===== src/rtl/lfc_pkg.sv =====
package lfc_pkg;

  localparam int SAMPLE_W   = 16;
  localparam int SPEED_W    = 12;
  localparam int OUT_W      = 13;
  localparam int TICK_W     = 16;
  localparam int FLIP_W     = 8;
  localparam int GAIN_W     = 16;
  localparam int CFG_IDX_W  = 3;
  localparam int CFG_DATA_W = 16;
  localparam int MODE_W     = 3;
  // signed working width for base +- turn before the clamp
  localparam int WIDE_W     = 28;

  typedef enum logic [MODE_W-1:0] {
    MODE_BOTH   = 3'd0,
    MODE_LEFT   = 3'd1,
    MODE_RIGHT  = 3'd2,
    MODE_SEARCH = 3'd3,
    MODE_STOP   = 3'd4
  } mode_t;

  typedef enum logic [CFG_IDX_W-1:0] {
    REG_LINE_THRESHOLD = 3'd0,
    REG_BASE_SPEED     = 3'd1,
    REG_TURN_SPEED     = 3'd2,
    REG_MAX_SPEED      = 3'd3,
    REG_LOST_TIMEOUT   = 3'd4,
    REG_DIFF_DEADBAND  = 3'd5,
    REG_STEER_GAIN     = 3'd6,
    REG_SEARCH_FLIP    = 3'd7
  } reg_idx_t;

  typedef struct packed {
    logic [SAMPLE_W-1:0] line_threshold;
    logic [SPEED_W-1:0]  cruise_speed;
    logic [SPEED_W-1:0]  swerve_speed;
    logic [SPEED_W-1:0]  speed_limit;
    logic [TICK_W-1:0]   lost_timeout;
    logic [SAMPLE_W-1:0] diff_deadband;
    logic [GAIN_W-1:0]   steer_gain;
    logic [FLIP_W-1:0]   search_flip;
  } cfg_t;

  typedef struct packed {
    logic [TICK_W-1:0] lost_ticks;
    logic [FLIP_W-1:0] search_ticks;
    logic              spin_left;
  } track_t;

  localparam logic [SAMPLE_W-1:0] RST_LINE_THRESHOLD = 16'd112;
  localparam logic [SPEED_W-1:0]  RST_BASE_SPEED     = 12'd482;
  localparam logic [SPEED_W-1:0]  RST_TURN_SPEED     = 12'd241;
  localparam logic [SPEED_W-1:0]  RST_MAX_SPEED      = 12'd1608;
  localparam logic [TICK_W-1:0]   RST_LOST_TIMEOUT   = 16'd31;
  localparam logic [SAMPLE_W-1:0] RST_DIFF_DEADBAND  = 16'd8;
  localparam logic [GAIN_W-1:0]   RST_STEER_GAIN     = 16'd410;
  localparam logic [FLIP_W-1:0]   RST_SEARCH_FLIP    = 8'd50;

  localparam track_t RST_TRACK = '{lost_ticks: '0, search_ticks: '0, spin_left: 1'b1};

endpackage


===== src/rtl/lfc_channels.sv =====
interface lfc_in_if;
  logic                         valid;
  logic                         ready;
  logic [lfc_pkg::SAMPLE_W-1:0] left_sample;
  logic [lfc_pkg::SAMPLE_W-1:0] right_sample;
  modport source (output valid, left_sample, right_sample, input ready);
  modport sink   (input valid, left_sample, right_sample, output ready);
endinterface

interface lfc_out_if;
  logic                             valid;
  logic                             ready;
  logic signed [lfc_pkg::OUT_W-1:0] left_speed;
  logic signed [lfc_pkg::OUT_W-1:0] right_speed;
  logic [lfc_pkg::MODE_W-1:0]       drive_mode;
  modport source (output valid, left_speed, right_speed, drive_mode, input ready);
  modport sink   (input valid, left_speed, right_speed, drive_mode, output ready);
endinterface

interface lfc_cfg_if;
  logic                           valid;
  logic                           ready;
  logic [lfc_pkg::CFG_IDX_W-1:0]  index;
  logic [lfc_pkg::CFG_DATA_W-1:0] data;
  modport source (output valid, index, data, input ready);
  modport sink   (input valid, index, data, output ready);
endinterface


===== src/rtl/two_sensor_line_follower_control.sv =====
// Pipeline: the sample word is held in the sample register, and its result is loaded
//   into the result register that drives speeds once that register may load.
// Throughput: one word per cycle unless speeds stalls; the sample and result registers form
//   a two-stage pipe, so a new word is taken while a finished result waits.
// Reset (rst, synchronous): pipe empty, config registers at their defaults,
//   lost/search counters zero, spin direction left.
module two_sensor_line_follower_control (
  input  logic      clk,
  input  logic      rst,
  lfc_in_if.sink    samples,
  lfc_out_if.source speeds,
  lfc_cfg_if.sink   cfg
);

  lfc_pkg::cfg_t   regs;
  lfc_pkg::track_t track;
  lfc_pkg::track_t track_next;

  // stage 1: registered sample word
  logic                         s1_valid;
  logic [lfc_pkg::SAMPLE_W-1:0] s1_left;
  logic [lfc_pkg::SAMPLE_W-1:0] s1_right;

  // stage 2: result register feeding the output channel
  logic                             out_valid;
  logic signed [lfc_pkg::OUT_W-1:0] out_left;
  logic signed [lfc_pkg::OUT_W-1:0] out_right;
  lfc_pkg::mode_t                   out_mode;

  logic signed [lfc_pkg::OUT_W-1:0] law_left;
  logic signed [lfc_pkg::OUT_W-1:0] law_right;
  lfc_pkg::mode_t                   law_mode;

  logic adv;   // result register may load
  logic fire;  // stage 1 word moves into the result register

  lfc_cfg_regs u_cfg (
    .clk  (clk),
    .rst  (rst),
    .cfg  (cfg),
    .regs (regs)
  );

  lfc_law u_law (
    .left_sample  (s1_left),
    .right_sample (s1_right),
    .cfg          (regs),
    .track        (track),
    .left_speed   (law_left),
    .right_speed  (law_right),
    .mode         (law_mode),
    .track_next   (track_next)
  );

  assign adv           = !out_valid || speeds.ready;
  assign fire          = s1_valid && adv;
  assign samples.ready = !s1_valid || adv;

  assign speeds.valid       = out_valid;
  assign speeds.left_speed  = out_left;
  assign speeds.right_speed = out_right;
  assign speeds.drive_mode  = out_mode;

  // control: valid bits and the tracking state. The lost/search state is
  // committed only when the word's result is captured, so it advances
  // exactly once per word and in order.
  always_ff @(posedge clk) begin
    if (rst) begin
      s1_valid  <= 1'b0;
      out_valid <= 1'b0;
      track     <= lfc_pkg::RST_TRACK;
    end else begin
      if (samples.ready) begin
        s1_valid <= samples.valid;
      end
      if (adv) begin
        out_valid <= s1_valid;
      end
      if (fire) begin
        track <= track_next;
      end
    end
  end

  // payload
  always_ff @(posedge clk) begin
    if (samples.valid && samples.ready) begin
      s1_left  <= samples.left_sample;
      s1_right <= samples.right_sample;
    end
    if (fire) begin
      out_left  <= law_left;
      out_right <= law_right;
      out_mode  <= law_mode;
    end
  end

  // stop mode always drives both wheels to zero
  a_stop_zero: assert property (@(posedge clk) disable iff (rst)
    out_valid && out_mode == lfc_pkg::MODE_STOP |-> out_left == '0 && out_right == '0)
    else $error("stop mode with nonzero wheel speed");

  // speeds held in the result register respect the clamp
  a_clamp: assert property (@(posedge clk) disable iff (rst)
    out_valid |-> out_left <= $signed({1'b0, regs.speed_limit})
              && out_left >= -$signed({1'b0, regs.speed_limit})
              && out_right <= $signed({1'b0, regs.speed_limit})
              && out_right >= -$signed({1'b0, regs.speed_limit}))
    else $error("wheel speed outside clamp");

  // spin direction flips only together with a search counter restart
  a_flip: assert property (@(posedge clk) disable iff (rst)
    !$stable(track.spin_left) |-> track.search_ticks == '0)
    else $error("spin direction flipped without search counter clear");

  // input side stalls only when both stages are full and the output is blocked
  a_stall: assert property (@(posedge clk) disable iff (rst)
    !samples.ready |-> s1_valid && out_valid && !speeds.ready)
    else $error("input stalled with room in the pipe");

  // tracking state moves only when a word is captured
  a_track_hold: assert property (@(posedge clk) disable iff (rst)
    !fire |=> $stable(track))
    else $error("tracking state changed without a word");

endmodule


===== src/rtl/lfc_cfg_regs.sv =====
module lfc_cfg_regs (
  input  logic          clk,
  input  logic          rst,
  lfc_cfg_if.sink       cfg,
  output lfc_pkg::cfg_t regs
);

  assign cfg.ready = 1'b1;

  always_ff @(posedge clk) begin
    if (rst) begin
      regs.line_threshold <= lfc_pkg::RST_LINE_THRESHOLD;
      regs.cruise_speed   <= lfc_pkg::RST_BASE_SPEED;
      regs.swerve_speed   <= lfc_pkg::RST_TURN_SPEED;
      regs.speed_limit    <= lfc_pkg::RST_MAX_SPEED;
      regs.lost_timeout   <= lfc_pkg::RST_LOST_TIMEOUT;
      regs.diff_deadband  <= lfc_pkg::RST_DIFF_DEADBAND;
      regs.steer_gain     <= lfc_pkg::RST_STEER_GAIN;
      regs.search_flip    <= lfc_pkg::RST_SEARCH_FLIP;
    end else if (cfg.valid) begin
      case (lfc_pkg::reg_idx_t'(cfg.index))
        lfc_pkg::REG_LINE_THRESHOLD: regs.line_threshold <= cfg.data;
        lfc_pkg::REG_BASE_SPEED:     regs.cruise_speed <= cfg.data[lfc_pkg::SPEED_W-1:0];
        lfc_pkg::REG_TURN_SPEED:     regs.swerve_speed <= cfg.data[lfc_pkg::SPEED_W-1:0];
        lfc_pkg::REG_MAX_SPEED:      regs.speed_limit  <= cfg.data[lfc_pkg::SPEED_W-1:0];
        lfc_pkg::REG_LOST_TIMEOUT:   regs.lost_timeout  <= cfg.data;
        lfc_pkg::REG_DIFF_DEADBAND:  regs.diff_deadband <= cfg.data;
        lfc_pkg::REG_STEER_GAIN:     regs.steer_gain    <= cfg.data;
        lfc_pkg::REG_SEARCH_FLIP:    regs.search_flip <= cfg.data[lfc_pkg::FLIP_W-1:0];
        default: begin
        end
      endcase
    end
  end

endmodule


===== src/rtl/lfc_law.sv =====
module lfc_law (
  input  logic [lfc_pkg::SAMPLE_W-1:0]    left_sample,
  input  logic [lfc_pkg::SAMPLE_W-1:0]    right_sample,
  input  lfc_pkg::cfg_t                   cfg,
  input  lfc_pkg::track_t                 track,
  output logic signed [lfc_pkg::OUT_W-1:0] left_speed,
  output logic signed [lfc_pkg::OUT_W-1:0] right_speed,
  output lfc_pkg::mode_t                  mode,
  output lfc_pkg::track_t                 track_next
);

  localparam int W    = lfc_pkg::WIDE_W;
  localparam int PADS = lfc_pkg::WIDE_W - lfc_pkg::SPEED_W;
  localparam int PW   = lfc_pkg::SAMPLE_W + lfc_pkg::GAIN_W;  // product width
  localparam int TW   = PW + 1 - 8;                           // rounded turn width

  function automatic logic signed [lfc_pkg::OUT_W-1:0] clamp(
    input logic signed [W-1:0]           v,
    input logic [lfc_pkg::SPEED_W-1:0]   m
  );
    logic signed [W-1:0] mw;
    logic signed [W-1:0] r;
    mw = $signed({{PADS{1'b0}}, m});
    if (v > mw)       r = mw;
    else if (v < -mw) r = -mw;
    else              r = v;
    return r[lfc_pkg::OUT_W-1:0];
  endfunction

  logic                               lon, ron;
  logic signed [lfc_pkg::SAMPLE_W:0]  diff;
  logic [lfc_pkg::SAMPLE_W-1:0]       mag;
  logic [PW-1:0]                      prod;
  logic [PW:0]                        rnd;
  logic [TW-1:0]                      tmag;
  logic signed [W-1:0]                turn, base_w, trn_w, lv, rv;
  logic [lfc_pkg::TICK_W-1:0]         lost_inc;
  logic                               stop;
  logic [lfc_pkg::FLIP_W:0]           srch_inc;

  always_comb begin
    lon  = left_sample > cfg.line_threshold;
    ron  = right_sample > cfg.line_threshold;
    diff = $signed({1'b0, left_sample}) - $signed({1'b0, right_sample});
    mag  = diff[lfc_pkg::SAMPLE_W] ? lfc_pkg::SAMPLE_W'(-diff)
                                   : diff[lfc_pkg::SAMPLE_W-1:0];
    // Q8 gain, round half away from zero on the magnitude
    prod = mag * cfg.steer_gain;
    rnd  = {1'b0, prod} + (PW+1)'(128);
    tmag = rnd[PW:8];
    turn = diff[lfc_pkg::SAMPLE_W] ? -$signed(W'(tmag)) : $signed(W'(tmag));

    base_w = $signed({{PADS{1'b0}}, cfg.cruise_speed});
    trn_w  = $signed({{PADS{1'b0}}, cfg.swerve_speed});

    lost_inc = (track.lost_ticks < cfg.lost_timeout) ? track.lost_ticks + 1'b1
                                                      : track.lost_ticks;
    stop     = lost_inc >= cfg.lost_timeout;
    srch_inc = {1'b0, track.search_ticks} + 1'b1;

    track_next = track;
    lv   = base_w;
    rv   = base_w;
    mode = lfc_pkg::MODE_BOTH;

    if (!lon && !ron) begin
      track_next.lost_ticks = lost_inc;
      if (stop) begin
        lv   = '0;
        rv   = '0;
        mode = lfc_pkg::MODE_STOP;
      end else begin
        lv   = track.spin_left ? -trn_w : trn_w;
        rv   = track.spin_left ? trn_w : -trn_w;
        mode = lfc_pkg::MODE_SEARCH;
        if (srch_inc > {1'b0, cfg.search_flip}) begin
          track_next.spin_left    = !track.spin_left;
          track_next.search_ticks = '0;
        end else begin
          track_next.search_ticks = srch_inc[lfc_pkg::FLIP_W-1:0];
        end
      end
    end else begin
      track_next.lost_ticks = '0;
      if (lon && ron) begin
        if (mag > cfg.diff_deadband) begin
          lv = base_w - turn;
          rv = base_w + turn;
        end
        mode = lfc_pkg::MODE_BOTH;
      end else if (lon) begin
        lv   = base_w + trn_w;
        rv   = base_w - trn_w;
        mode = lfc_pkg::MODE_LEFT;
      end else begin
        lv   = base_w - trn_w;
        rv   = base_w + trn_w;
        mode = lfc_pkg::MODE_RIGHT;
      end
    end

    left_speed  = clamp(lv, cfg.speed_limit);
    right_speed = clamp(rv, cfg.speed_limit);
  end

endmodule


===== src/flat_wrapper.sv =====
// flat-port wrapper written by rule: the top's interface ports become plain ports
module two_sensor_line_follower_control_flat 
  (clk, rst, samples_valid, samples_left_sample, samples_right_sample, samples_ready, speeds_valid, speeds_left_speed, speeds_right_speed, speeds_drive_mode, speeds_ready, cfg_valid, cfg_index, cfg_data, cfg_ready);
  lfc_in_if samples_i ();
  lfc_out_if speeds_i ();
  lfc_cfg_if cfg_i ();
  input  logic clk;
  input  logic rst;
  input wire logic [$bits(samples_i.valid)-1:0] samples_valid;
  input wire logic [$bits(samples_i.left_sample)-1:0] samples_left_sample;
  input wire logic [$bits(samples_i.right_sample)-1:0] samples_right_sample;
  output wire logic [$bits(samples_i.ready)-1:0] samples_ready;
  output wire logic [$bits(speeds_i.valid)-1:0] speeds_valid;
  output wire logic [$bits(speeds_i.left_speed)-1:0] speeds_left_speed;
  output wire logic [$bits(speeds_i.right_speed)-1:0] speeds_right_speed;
  output wire logic [$bits(speeds_i.drive_mode)-1:0] speeds_drive_mode;
  input wire logic [$bits(speeds_i.ready)-1:0] speeds_ready;
  input wire logic [$bits(cfg_i.valid)-1:0] cfg_valid;
  input wire logic [$bits(cfg_i.index)-1:0] cfg_index;
  input wire logic [$bits(cfg_i.data)-1:0] cfg_data;
  output wire logic [$bits(cfg_i.ready)-1:0] cfg_ready;
  assign samples_i.valid = samples_valid;
  assign samples_i.left_sample = samples_left_sample;
  assign samples_i.right_sample = samples_right_sample;
  assign samples_ready = samples_i.ready;
  assign speeds_valid = speeds_i.valid;
  assign speeds_left_speed = speeds_i.left_speed;
  assign speeds_right_speed = speeds_i.right_speed;
  assign speeds_drive_mode = speeds_i.drive_mode;
  assign speeds_i.ready = speeds_ready;
  assign cfg_i.valid = cfg_valid;
  assign cfg_i.index = cfg_index;
  assign cfg_i.data = cfg_data;
  assign cfg_ready = cfg_i.ready;
  two_sensor_line_follower_control u_core (.clk(clk), .rst(rst), .samples(samples_i), .speeds(speeds_i), .cfg(cfg_i));
endmodule

===== config.mk =====
export PLATFORM = sky130hd
export DESIGN_NAME = two_sensor_line_follower_control_flat
export DESIGN_NICKNAME = d
export VERILOG_FILES = /design/src/rtl/lfc_pkg.sv /design/src/rtl/lfc_channels.sv /design/src/rtl/two_sensor_line_follower_control.sv /design/src/rtl/lfc_cfg_regs.sv /design/src/rtl/lfc_law.sv /design/src/flat_wrapper.sv
export SDC_FILE = /design/constraint.sdc
export NUM_CORES = 1
export LEC_CHECK = 0
export ABC_AREA = 1
export CAP_MARGIN = 20
export CORE_ASPECT_RATIO = 0.9
export CORE_MARGIN = 5
export CORE_UTILIZATION = 65
export CTS_BUF_LIST = sky130_fd_sc_hd__clkbuf_4 sky130_fd_sc_hd__clkbuf_8
export DETAILED_ROUTE_END_ITERATION = 8
export DONT_BUFFER_PORTS = 1
export GPL_ROUTABILITY_DRIVEN = 0
export HOLD_SLACK_MARGIN = 0.15
export PLACE_DENSITY = 0.82
export REMOVE_ABC_BUFFERS = 1
export SLEW_MARGIN = 20
export SYNTH_ARGS = -nofsm -noshare
export SYNTH_HDL_FRONTEND = slang
export SYNTH_HIERARCHICAL = 1
export SYNTH_SLANG_ARGS = --single-unit

===== constraint.sdc =====
create_clock -name clk -period 14.56 [get_ports clk]
set_input_delay 2.184 -clock clk [delete_from_list [all_inputs] [get_ports clk]]
set_output_delay 2.184 -clock clk [all_outputs]
set_load 0.02 [all_outputs]

==> results.md <==
* Path depth of the worst reg2reg path at 74
* Die X-Extent at about 230 um
* Yosys warns at 6
* Unrepaired setup endpoints after global routing: false
* Post-synth top cells: 868 x sky130_fd_sc_hd__nand2_1, 641 x sky130_fd_sc_hd__inv_1, 463 x sky130_fd_sc_hd__nor2_1
* Final Setup Violations at 0
* Per-instance average area after synthesis at 7.01 um^2
* Post-route DRC at 0
* Biggest area contributors in the synthesized netlist: sky130_fd_sc_hd__ha_1 16%, sky130_fd_sc_hd__fa_1 14%, sky130_fd_sc_hd__nand2_1 12%
* Most repeated library cell on the critical path: sky130_fd_sc_hd__nand2_1
* Cell area after placement at around 0.028 mm^2
* Internal reg-to-reg setup slack at about 1.1 ns
* Count of routing violations after the opening detailed-route iteration at ~2800
* Max-capacitance violation count at 0
* Clock tree skew after final layout at 0.0290 ns
* Number of placement rows at 72
* DP Cell Count at between 4000 and 5000
* Timing-limited maximum frequency at 74.0 MHz
* Longest Clk Path Bufs at 2
* CTS tree: built
* Average detailed-routed wire length per instance at approximately 17 um
* Total of fill cells in the finished design at 3740
* Netlist area before placement at approximately 0.028 mm^2
* Synthesized netlist cell count at between 3000 and 4000
* Largest net degree at the start of global routing at 95
* Fin Hold WS at about 0.48 ns
* CORE AREA at roughly 0.043 mm^2
* Vias in the first global route at roughly 25000
* Final HPWL from detailed placement at slightly above 60000 um
* Setup crit end kind: flop
* Min-Delay Path Class: flop to flop
* Number of antenna violations at the first check in global routing at 3
* Clock-pin slew of the registers on the worst-case setup and hold paths at 0.12 ns
* Post-route antenna net violation count at 0
* Post-synthesis async set-or-reset flop share at 0%
* Min-Delay Endpoint: u_core/u_cfg/regs[4]$_SDFFE_PP1P_
* Number of buffers created by CTS at 17
* Detail-routed via count per cell at slightly below 6
* H-tree Lvls at 4
* Chip Height at roughly 210 um
* Count of final hold-check violations at 0
* Area delta synth->final at 2.71%
* Number of flip-flops and latches in the synthesized netlist at around 200
* Portion of synthesized cell area occupied by the leading cell type at approximately 16%
* Combined global-route utilization of all metal layers at 31.8%
* Number of distinct library cells after synthesis at 66
* First-pass GRT wire length at ~120000 um
* Number of standard cells in the final layout excluding fillers at 4479
* End of the worst register-to-register path: u_core/speeds.left_speed[0]$_DFFE_PP_
* Sequential element share of the synthesized area at 16.3%
* Setup TNS at 0 ns
* Initial cell density of the core at between 60% and 70%
* Worst slew pin tran at 1.07 ns
* Cell type with the largest total area after synthesis: sky130_fd_sc_hd__ha_1
* Most numerous cell in the Yosys netlist: sky130_fd_sc_hd__nand2_1
* Number of cells on the worst hold path at 2
* Clk root buf: sky130_fd_sc_hd__clkbuf_8
* Tcrit/Tclk final at 92.8%
* Number of buffers added on ports at 0
* Clock latency reported for the late side of the worst-skew pair at 0.53 ns
* Total global routing overflow at 0
* Total wire length at roughly 76000 um
* CP peak stage delay at about 0.56 ns
* Type of the worst setup path: flop to flop
* Worst path arrival time at about 14 ns
* Final worst path period need at roughly 14 ns
* Cell area after layout at between 0.02 and 0.03 mm^2
* Cell at the slowest stage of the critical path: sky130_fd_sc_hd__fa_1
* Nets at around 4500
* Crit Path Max Fanout at 23
* Number of max-slew violations in the final report at 0
* Clock sink count at 196
* Pre-antenna DRT Iters at 9
* Run status: finished clean
* Data required time at the worst endpoint at 14.85 ns
* Worst max-slew margin expressed relative to the limit at 28.8%
* Startpoint of the worst hold path: u_core/u_cfg/regs[4]$_SDFFE_PP1P_
* Number of primary I/O pins at slightly below 90
* Overall via count from detail_route at 25944
* Total Die Area at between 0.04 and 0.05 mm^2
* Startpoint class of the critical path: flop
* Most common flop cell mapped by yosys: sky130_fd_sc_hd__dfxtp_1
* Startpoint of the lowest-slack register-to-register path: u_core/s1_left[2]$_DFFE_PP_
* Number of enable-type register cells in the synthesized netlist at approximately 60
* Fraction of final layout cells with drive strength greater than 1 at under 10%
==> per-stage QoR <==
stage / worst slack, ns / util [%]
floorplan: 2.19 / -
global placement: 1.25 / 65.9
detailed placement: 1.04 / 65.9
CTS: 0.963 / 66.9
global route: 0.0480 / 67.1
finish: 1.05 / 67.1
==> registers in the layout, indices dropped and copies added (netlist names) <==
name / count
u_core/speeds.right_speed: 13
u_core/s1_valid: 1
u_core/speeds.valid: 1
u_core/s1_left: 16
u_core/u_cfg/regs: 108
u_core/s1_right: 16
u_core/speeds.drive_mode: 3
u_core/speeds.left_speed: 13
u_core/track: 25
==> worst max path at each step <==
| stage | startpoint | end | slack, ns | cells after the start |
|---|---|---|---|---|
| after floorplan | u_core/s1_right[0]$_DFFE_PP_ | u_core/speeds.left_speed[0]$_DFFE_PP_ | 2.19 | 70 |
| after global placement | u_core/s1_left[2]$_DFFE_PP_ | u_core/speeds.left_speed[0]$_DFFE_PP_ | 1.25 | 70 |
| after detailed placement | u_core/s1_left[2]$_DFFE_PP_ | u_core/speeds.left_speed[0]$_DFFE_PP_ | 1.04 | 74 |
| after CTS | u_core/s1_left[2]$_DFFE_PP_ | u_core/speeds.left_speed[0]$_DFFE_PP_ | 0.96 | 74 |
| after global routing | u_core/s1_left[2]$_DFFE_PP_ | u_core/speeds.left_speed[0]$_DFFE_PP_ | 0.05 | 75 |
| final | u_core/s1_left[2]$_DFFE_PP_ | u_core/speeds.left_speed[0]$_DFFE_PP_ | 1.05 | 74 |
==> per-layer routing <==
layer	up-vias	track usage, %	part of all wire [%]
li1	12570	-	-
met1	11922	42.4	42
met2	1238	51.9	45
met3	208	7.13	11
met4	6	10.7	3.2
met5	-	0	0.045
==> timing repair <==
| item | 4_1_cts | 5_1_grt |
|---|---|---|
| setup buffers | 0 | 6 |
| hold buffers | 0 | 0 |
| setup endpoints to repair | 0 | 24 |
| gates resized for setup | 0 | 9 |
==> worst max-delay path, delay by kind of cell, from the launching register on <==
family,cells,cell delay (ns)
flip-flops,1,0.42
AO/OA/AOI/OAI,15,2.74
XOR/XNOR,3,0.64
adder cells (fa/ha/maj),10,4.68
AND/OR/NAND/NOR,31,3.32
buffers and inverters,15,1.50
==> final cells by class <==
class                   count  area, um^2  share of cell area [%]
repair buffers             28         210                   0.734
diodes                      1        2.50                 0.00873
clock inverters            15         191                   0.668
well taps                 555         694                    2.42
multi-input cells        2992       20200                    70.6
clock buffers              17         234                   0.817
flip-flops and latches    196        4530                    15.8
inverters                 675        2570                    8.96
==> cells by family after synthesis <==
| family | Yosys count | share of synthesized area (%) |
|---|---|---|
| AND/OR/NAND/NOR | 1835 | 28.6 |
| buffers and inverters | 789 | 11.3 |
| XOR/XNOR | 104 | 3.36 |
| flip-flops | 196 | 16.3 |
| other | 1 | 0.0134 |
| AO/OA/AOI/OAI | 500 | 10.3 |
| adder cells (fa/ha/maj) | 552 | 30.1 |
==> cells in the final DEF (no fill, tap or decap), types with 20 or more instances in the layout <==
cell type	instances
sky130_fd_sc_hd__ha_1	352
sky130_fd_sc_hd__fa_1	200
sky130_fd_sc_hd__o22ai_1	20
sky130_fd_sc_hd__nand2_1	865
sky130_fd_sc_hd__o21bai_1	20
sky130_fd_sc_hd__buf_4	27
sky130_fd_sc_hd__nor3_1	36
sky130_fd_sc_hd__edfxtp_1	61
sky130_fd_sc_hd__xor2_1	92
sky130_fd_sc_hd__nand4_1	34
sky130_fd_sc_hd__o21ai_0	144
sky130_fd_sc_hd__a21oi_1	210
sky130_fd_sc_hd__nand3_1	294
sky130_fd_sc_hd__inv_1	638
sky130_fd_sc_hd__nor2_1	461
sky130_fd_sc_hd__inv_2	20
sky130_fd_sc_hd__nand2_2	46
sky130_fd_sc_hd__dfxtp_1	135
Power is left out: the tool's default activity adds up to more than one toggle a clock period on the data nets, which glitch-free logic cannot reach.
